<file path="config.mk">
export PLATFORM = sky130hd
export DESIGN_NAME = keyed_timer_table_top
export DESIGN_NICKNAME = d
export VERILOG_FILES = /design/src/rtl/ktt_pkg.sv /design/src/rtl/keyed_timer_table_top.sv
export SDC_FILE = /design/constraint.sdc
export NUM_CORES = 2
export LEC_CHECK = 0
export BUFFER_PORTS_ARGS = -buffer_cell sky130_fd_sc_hd__buf_2
export CAP_MARGIN = 10
export CELL_PAD_IN_SITES_DETAIL_PLACEMENT = 0
export CELL_PAD_IN_SITES_GLOBAL_PLACEMENT = 2
export CORE_MARGIN = 8
export CORE_UTILIZATION = 45
export CTS_CLUSTER_SIZE = 12
export DETAILED_ROUTE_END_ITERATION = 10
export PLACE_DENSITY = 0.76
export SLEW_MARGIN = 15
export SYNTH_ARGS = -nofsm -noshare
export SYNTH_HDL_FRONTEND = slang
export SYNTH_SLANG_ARGS = --single-unit
</file>
<file path="constraint.sdc">
create_clock -name clk -period 6.8 [get_ports clk]
set_input_delay 0.68 -clock clk [delete_from_list [all_inputs] [get_ports clk]]
set_output_delay 0.68 -clock clk [all_outputs]
set_load 0.02 [all_outputs]
</file>
<file path="src/rtl/ktt_pkg.sv">
`timescale 1ns / 1ps
`default_nettype none

package ktt_pkg;

	// command codes
	localparam logic [1:0] CMD_ARM  = 2'd0;
	localparam logic [1:0] CMD_KILL = 2'd1;
	localparam logic [1:0] CMD_TICK = 2'd2;

	// status codes
	localparam logic STATUS_OK   = 1'b0;
	localparam logic STATUS_FULL = 1'b1;

	typedef struct packed {
		logic [1:0]  command;
		logic [31:0] timer_id;
		logic [31:0] amount;
	} ktt_item_t;

	typedef struct packed {
		logic        expired_valid;
		logic [31:0] expired_id;
		logic        status;
		logic        last;
	} ktt_result_t;

	typedef enum logic [1:0] {
		ST_IDLE,
		ST_FIND,
		ST_TICK,
		ST_SEL
	} ktt_state_t;

endpackage

`default_nettype wire

</file>
<file path="src/rtl/keyed_timer_table_top.sv">
`timescale 1ns / 1ps
`default_nettype none

// Keyed one-shot timer table.
//
// Channels: an item (command, timer_id, amount) is taken at a rising edge with
// start high and busy low. Results leave on result, qualified by result_valid
// for exactly one cycle each; the receiver has no way to stall them, so it must
// take every strobed result. The result with last set closes each item.
//
// Arm and kill: one scan of the slot table (key compare against timer_id, plus
// lowest-free-slot search), then a single result.
// Tick: a first scan subtracts amount from every running slot, flags those that
// expire and emits the smallest expired key; each further scan emits the
// smallest key still flagged, and a scan that finds none closes the item.
// The cost is set by the single read port of the key/time memories, which
// serves one slot per cycle.
// An unused command returns its result the cycle after it is taken.
// Within one tick, each result follows a full scan of the slot table.
//
// Reset: all slots free and stopped, sequencer idle, no result pending.
// Key and time memories are not cleared; an entry is only looked at once its
// slot has been claimed, so no clearing pass is needed.

module keyed_timer_table_top #(
	parameter int TIMER_SLOTS = 16
) (
	input  wire                      clk,
	input  wire                      arst_n,
	input  wire                      start,
	output logic                     busy,
	input  ktt_pkg::ktt_item_t       item,
	output logic                     result_valid,
	output ktt_pkg::ktt_result_t     result
);

	localparam int IW = (TIMER_SLOTS > 1) ? $clog2(TIMER_SLOTS) : 1;
	localparam logic [IW-1:0] LAST = IW'(TIMER_SLOTS - 1);

	// sequencer and item
	ktt_pkg::ktt_state_t state_q, state_d;
	ktt_pkg::ktt_item_t  cmd_q, cmd_d;

	// scan address generator
	logic [IW-1:0] addr_q, addr_d;
	logic          issue_q, issue_d;

	// read stage
	logic          vld_s1, vld_s1_d;
	logic [IW-1:0] idx_s1, idx_s1_d;
	logic [31:0]   key_s1, rem_s1;

	// per-slot flags
	logic [TIMER_SLOTS-1:0] used_q, used_d;
	logic [TIMER_SLOTS-1:0] run_q, run_d;
	logic [TIMER_SLOTS-1:0] pend_q, pend_d;   // expired on this tick, not yet reported

	// scan results
	logic          hit_q, hit_d;
	logic [IW-1:0] hit_idx_q, hit_idx_d;
	logic          free_q, free_d;
	logic [IW-1:0] free_idx_q, free_idx_d;
	logic          best_q, best_d;
	logic [31:0]   best_key_q, best_key_d;
	logic [IW-1:0] best_idx_q, best_idx_d;

	// result register
	ktt_pkg::ktt_result_t out_q, out_d;
	logic                 out_vld_q, out_vld_d;

	// memory write port
	logic          key_we, rem_we;
	logic [IW-1:0] wr_idx;
	logic [31:0]   rem_wd;

	logic pass_end;

	// slot memories: one write, one registered read per cycle
	logic [31:0] slot_key_q [TIMER_SLOTS];
	logic [31:0] slot_rem_q [TIMER_SLOTS];

	always_ff @(posedge clk) begin
		if (key_we) begin
			slot_key_q[wr_idx] <= cmd_q.timer_id;
		end
		if (rem_we) begin
			slot_rem_q[wr_idx] <= rem_wd;
		end
		key_s1 <= slot_key_q[addr_q];
		rem_s1 <= slot_rem_q[addr_q];
	end

	assign busy         = (state_q != ktt_pkg::ST_IDLE);
	assign result_valid = out_vld_q;
	assign result       = out_q;
	assign pass_end     = vld_s1 && (idx_s1 == LAST);

	always_comb begin
		state_d    = state_q;
		cmd_d      = cmd_q;
		addr_d     = addr_q;
		issue_d    = issue_q;
		vld_s1_d   = 1'b0;
		idx_s1_d   = idx_s1;
		used_d     = used_q;
		run_d      = run_q;
		pend_d     = pend_q;
		hit_d      = hit_q;
		hit_idx_d  = hit_idx_q;
		free_d     = free_q;
		free_idx_d = free_idx_q;
		best_d     = best_q;
		best_key_d = best_key_q;
		best_idx_d = best_idx_q;
		out_d      = out_q;
		out_vld_d  = 1'b0;
		key_we     = 1'b0;
		rem_we     = 1'b0;
		wr_idx     = idx_s1;
		rem_wd     = rem_s1 - cmd_q.amount;

		// slot address walks 0..LAST once per scan
		if (state_q != ktt_pkg::ST_IDLE && issue_q) begin
			vld_s1_d = 1'b1;
			idx_s1_d = addr_q;
			if (addr_q == LAST) begin
				issue_d = 1'b0;
			end else begin
				addr_d = addr_q + 1'b1;
			end
		end

		case (state_q)
			ktt_pkg::ST_IDLE: begin
				if (start) begin
					cmd_d   = item;
					addr_d  = '0;
					issue_d = 1'b1;
					hit_d   = 1'b0;
					free_d  = 1'b0;
					best_d  = 1'b0;
					case (item.command)
						ktt_pkg::CMD_ARM:  state_d = ktt_pkg::ST_FIND;
						ktt_pkg::CMD_KILL: state_d = ktt_pkg::ST_FIND;
						ktt_pkg::CMD_TICK: state_d = ktt_pkg::ST_TICK;
						default: begin
							// unused command: acknowledge at once
							issue_d             = 1'b0;
							out_vld_d           = 1'b1;
							out_d.expired_valid = 1'b0;
							out_d.expired_id    = '0;
							out_d.status        = ktt_pkg::STATUS_OK;
							out_d.last          = 1'b1;
						end
					endcase
				end
			end

			ktt_pkg::ST_FIND: begin
				if (vld_s1) begin
					if (used_q[idx_s1] && key_s1 == cmd_q.timer_id && !hit_q) begin
						hit_d     = 1'b1;
						hit_idx_d = idx_s1;
					end
					if (!used_q[idx_s1] && !free_q) begin
						free_d     = 1'b1;
						free_idx_d = idx_s1;
					end
				end
				if (pass_end) begin
					state_d             = ktt_pkg::ST_IDLE;
					out_vld_d           = 1'b1;
					out_d.expired_valid = 1'b0;
					out_d.expired_id    = '0;
					out_d.status        = ktt_pkg::STATUS_OK;
					out_d.last          = 1'b1;
					if (cmd_q.command == ktt_pkg::CMD_ARM) begin
						rem_wd = cmd_q.amount;
						if (hit_d) begin
							run_d[hit_idx_d] = 1'b1;
							wr_idx           = hit_idx_d;
							rem_we           = 1'b1;
						end else if (free_d) begin
							used_d[free_idx_d] = 1'b1;
							run_d[free_idx_d]  = 1'b1;
							wr_idx             = free_idx_d;
							key_we             = 1'b1;
							rem_we             = 1'b1;
						end else begin
							out_d.status = ktt_pkg::STATUS_FULL;
						end
					end else if (hit_d) begin
						used_d[hit_idx_d] = 1'b0;
						run_d[hit_idx_d]  = 1'b0;
					end
				end
			end

			ktt_pkg::ST_TICK: begin
				if (vld_s1 && used_q[idx_s1] && run_q[idx_s1]) begin
					rem_we = 1'b1;
					if (rem_s1 <= cmd_q.amount) begin
						run_d[idx_s1]  = 1'b0;
						pend_d[idx_s1] = 1'b1;
						if (!best_q || key_s1 < best_key_q) begin
							best_d     = 1'b1;
							best_key_d = key_s1;
							best_idx_d = idx_s1;
						end
					end
				end
			end

			ktt_pkg::ST_SEL: begin
				if (vld_s1 && pend_q[idx_s1] && (!best_q || key_s1 < best_key_q)) begin
					best_d     = 1'b1;
					best_key_d = key_s1;
					best_idx_d = idx_s1;
				end
			end

			default: begin
				state_d = ktt_pkg::ST_IDLE;
			end
		endcase

		// end of a tick scan: report the smallest pending key, or close
		if (pass_end && (state_q == ktt_pkg::ST_TICK || state_q == ktt_pkg::ST_SEL)) begin
			out_vld_d    = 1'b1;
			out_d.status = ktt_pkg::STATUS_OK;
			if (best_d) begin
				out_d.expired_valid = 1'b1;
				out_d.expired_id    = best_key_d;
				out_d.last          = 1'b0;
				pend_d[best_idx_d]  = 1'b0;
				best_d              = 1'b0;
				addr_d              = '0;
				issue_d             = 1'b1;
				state_d             = ktt_pkg::ST_SEL;
			end else begin
				out_d.expired_valid = 1'b0;
				out_d.expired_id    = '0;
				out_d.last          = 1'b1;
				state_d             = ktt_pkg::ST_IDLE;
			end
		end
	end

	always_ff @(posedge clk or negedge arst_n) begin
		if (!arst_n) begin
			state_q   <= ktt_pkg::ST_IDLE;
			addr_q    <= '0;
			issue_q   <= 1'b0;
			vld_s1    <= 1'b0;
			used_q    <= '0;
			run_q     <= '0;
			pend_q    <= '0;
			hit_q     <= 1'b0;
			free_q    <= 1'b0;
			best_q    <= 1'b0;
			out_vld_q <= 1'b0;
		end else begin
			state_q   <= state_d;
			addr_q    <= addr_d;
			issue_q   <= issue_d;
			vld_s1    <= vld_s1_d;
			used_q    <= used_d;
			run_q     <= run_d;
			pend_q    <= pend_d;
			hit_q     <= hit_d;
			free_q    <= free_d;
			best_q    <= best_d;
			out_vld_q <= out_vld_d;
		end
	end

	always_ff @(posedge clk) begin
		cmd_q      <= cmd_d;
		idx_s1     <= idx_s1_d;
		hit_idx_q  <= hit_idx_d;
		free_idx_q <= free_idx_d;
		best_key_q <= best_key_d;
		best_idx_q <= best_idx_d;
		out_q      <= out_d;
	end

	// every expired timer has been reported before the sequencer goes idle
	a_pend_clear_idle: assert property (@(posedge clk) disable iff (!arst_n)
		state_q == ktt_pkg::ST_IDLE |-> pend_q == '0)
		else $error("pending expiries left while idle");

	// the closing result and the return to idle happen together
	a_last_idle: assert property (@(posedge clk) disable iff (!arst_n)
		out_vld_q && out_q.last |-> state_q == ktt_pkg::ST_IDLE)
		else $error("closing result while sequencer still active");

	// an expiry report is always followed by another selection scan
	a_expiry_sel: assert property (@(posedge clk) disable iff (!arst_n)
		out_vld_q && !out_q.last |-> state_q == ktt_pkg::ST_SEL && out_q.expired_valid)
		else $error("expiry report outside selection scan");

	// a running timer always owns its slot
	a_run_used: assert property (@(posedge clk) disable iff (!arst_n)
		(run_q & ~used_q) == '0)
		else $error("running timer in a free slot");

endmodule

`default_nettype wire
</file>
==> flow_summary_export.csv <==
group,metric,value,unit
run_status,outcome,"completed",
layout,antenna_cells,0,
synthesis,synth.avg_cell_area,18.6,sq um
synthesis,syn_area,0.0522,sq mm
clock_tree,clkSlewWorstSetupHoldPaths,0.06,ns
synthesis,synth.yosys.seq_area_share,72.1,%
synthesis,netlist_instances,2802,
timing,fin_ws,1.26,ns
layout,fin_nets,3136,
global_routing,grt_overflow,0,
floorplan,initial_core_util,45.1,%
critical_path,cp.required,7.15,ns
route,routedWlPerCell,27.8,um
route,dr.first_iter.drc_count,2943,
timing,max-slew-margin-rel,21.6,%
placed_design,place_congestion,0.812,
layout,fin_util,51.5,%
synthesis,synth_most_common_cell,"edfxtp_1",
global_routing,grt_max_degree,94,
global_routing,grt_pass1_wl,191,mm
clock_tree,clock_sinks,1297,
critical_path,cp_max_fo,32,
timing,worstMarginPinSlew,1.17,ns
layout,syn_to_final_growth,14.1,%
clock_tree,clock_latency,0.75,ns
synthesis,ys.flop_type,"edfxtp_1",
route,drt_pass1_iterations,6,
critical_path,crit_path_start_kind,"flip-flop",
clock_tree,cts_tree,"done",
clock_tree,postCtsSetupBuffers,0,
timing,fin_skew,0.0386,ns
critical_path,reg2reg_from,"cmd_q[54]",
floorplan,die_w,357,um
synthesis,synth-xor-area-share,0.973,%
synthesis,muxShareOfSynthArea,15.6,%
power,powerDensity,456,mW/mm^2
synthesis,yosys-top-cells-count,"edfxtp_1 (1136), mux4_2 (331), a21oi_1 (149), nor2_1 (118), dfxtp_1 (101)",
route,vias,27400,
route,route.detailed.drc,0,
synthesis,synth_compound_area_share,4.64,%
clock_tree,cts_resized,0,
synthesis,synth_simple_gate_area_share,3.42,%
placed_design,numPortBuffers,105,
clock_tree,cts_root_buf,"clkbuf_16",
placed_design,pre_cts_ws,1.34,ns
critical_path,rrSetupSlack,1.26,ns
floorplan,die_h,357,um
synthesis,synth-async-reset-ratio,4.63,%
route,ant_nets,0,
synthesis,synth_top_family_by_area,"multiplexers",
placed_design,hpwl,77.6,mm
global_routing,grt_usage,20.3,%
timing,setup_viol,0,
synthesis,synth_top_cell_by_area,"edfxtp_1",
timing,fin_crit,5.54,ns
critical_path,cp-end-kind,"flip-flop",
flow_run,drv_cap,0,
timing,grt_setup_unrepaired,"no",
clock_tree,numCtsBuffers,141,
synthesis,ys_warn_count,0,
timing,fmax,181,MHz
power,fin_total_pwr,27.2,mW
critical_path,critPathKind,"flip-flop to flip-flop",
power,leakagePower,19.6,nW
floorplan,rows,125,
synthesis,yosys.area_share.adder,1.69,%
global_routing,first_global_vias,28200,
floorplan,ioPinCount,106,
timing,final-max-slew-violation-count,0,
route,viasPerCell,5.91,
timing,post-route-period-util,81.4,%
clock_tree,postCtsHoldBufs,0,
synthesis,synth_cell_types,80,
floorplan,die_area,0.127,sq mm
layout,fill_cells,9201,
timing,tns,0,ns
min_path,hold_class,"primary input to async pin",
global_routing,antenna_found_initial,7,
clock_tree,htree_levels,4,
critical_path,reg2reg_to,"slot_key_q[6][29]",
synthesis,synthesis.nets,2941,
timing,final_hold_viol_count,0,
critical_path,rr_worst_depth,12,
synthesis,synth_edf_count,1136,
route,drt_wl_total,129,mm
floorplan,core,0.116,sq mm
layout,final_layout_size_suffix_gt1_share,25.0,%
clock_tree,clockBufferDepth,3,
power,peakVddDrop,0.312,mV
critical_path,arrival,5.88,ns
synthesis,ys_ff_latch,1297,
synthesis,synth_top_area_share,65.3,%
synthesis,synth_area_leaders,"edfxtp_1 (65%), mux4_2 (14%), dfxtp_1 (3.9%)",
[worst max-delay path by stage]
stage              start           endpoint  slack, ns  cells after the start
5_1_grt        cmd_q[54]  slot_key_q[6][29]       0.93                     12
6_report       cmd_q[54]  slot_key_q[6][29]       1.26                     12
3_3_place_gp   cmd_q[54]  slot_key_q[0][25]       1.58                     12
3_5_place_dp   cmd_q[54]  slot_key_q[6][22]       1.34                     12
2_1_floorplan  idx_s1[0]   slot_rem_q[4][0]       2.01                     12
4_1_cts        cmd_q[54]   slot_key_q[6][2]       1.27                     12
[metal layers]
| layer | up-vias | share of wire [%] | global-route usage [%] |
|---|---|---|---|
| met3 | 196 | 6.6 | 3.79 |
| met4 | 2 | 2.3 | 5.31 |
| met5 | - | 0.0093 | 0 |
| met1 | 14500 | 44 | 29.1 |
| met2 | 1032 | 47 | 32.0 |
| li1 | 11700 | - | - |
[cell type report]
type                       instances  area, sq um  share of cell area [%]
clock inverter                    53          498                   0.836
tap                             1524         1910                    3.20
timing repair buffer             183         1180                    1.98
clock buffer                     203         3920                    6.57
multi-input combinational       1283        14100                    23.6
sequential                      1297        37700                    63.2
inverter                          91          344                   0.578
[flip-flops by register name, summed over array words and instances, names as in the netlist, 2 cells and up]
name / cells
run_q: 16
state_q: 2
idx_s1: 4
best_idx_q: 4
free_idx_q: 4
slot_key_q: 512
used_q: 16
slot_rem_q: 512
best_key_q: 32
hit_idx_q: 4
key_s1: 32
cmd_q: 66
rem_s1: 32
result: 35
addr_q: 4
pend_q: 16
[power by group]
part	switching (mW)	internal (mW)	leakage [nW]
combinational	5.18	3.23	5.68
clock	3.08	4.22	2.14
sequential	0.743	10.7	11.8
total	9.00	18.2	19.6
[critical path, stage by stage (launching register included)]
cell       delay (ns)
edfxtp_1         0.63
xnor2_1          0.57
nand4_1          0.17
nor3_1           0.65
nand4_2          0.19
nor2_2           0.31
mux2i_1          0.45
inv_1            0.20
a2bb2oi_1        0.17
o21ai_0          0.38
nand2b_1         0.58
nor2_4           0.25
buf_4            0.57
[metrics by stage]
step                      hold slack, ns  area [sq um]  cells
after global routing              0.0727         59600   4634
after floorplan                    0.384         52200   2802
after global placement             0.495         55100   4377
final                              0.115         59600   4634
after CTS                         0.0537         59500   4634
after detailed placement           0.511         55100   4378
[cell usage in the layout, fill, tap and decap left out, types with 69 or more instances in the layout]
cell type and count:
a21oi_1 137, buf_2 105, buf_4 73, clkbuf_16 145, dfxtp_1 101, edfxtp_1 1136, ha_1 69, inv_1 87
mux4_2 331, nand2_1 86, nor2_1 84, o21ai_0 91
[cell families after synthesis]
logic type	Yosys count
AO/OA/AOI/OAI	394
XOR/XNOR	58
adder cells (fa/ha/maj)	70
buffers and inverters	222
flip-flops	1297
multiplexers	393
AND/OR/NAND/NOR	368
(Power assumes the default switching activity.)
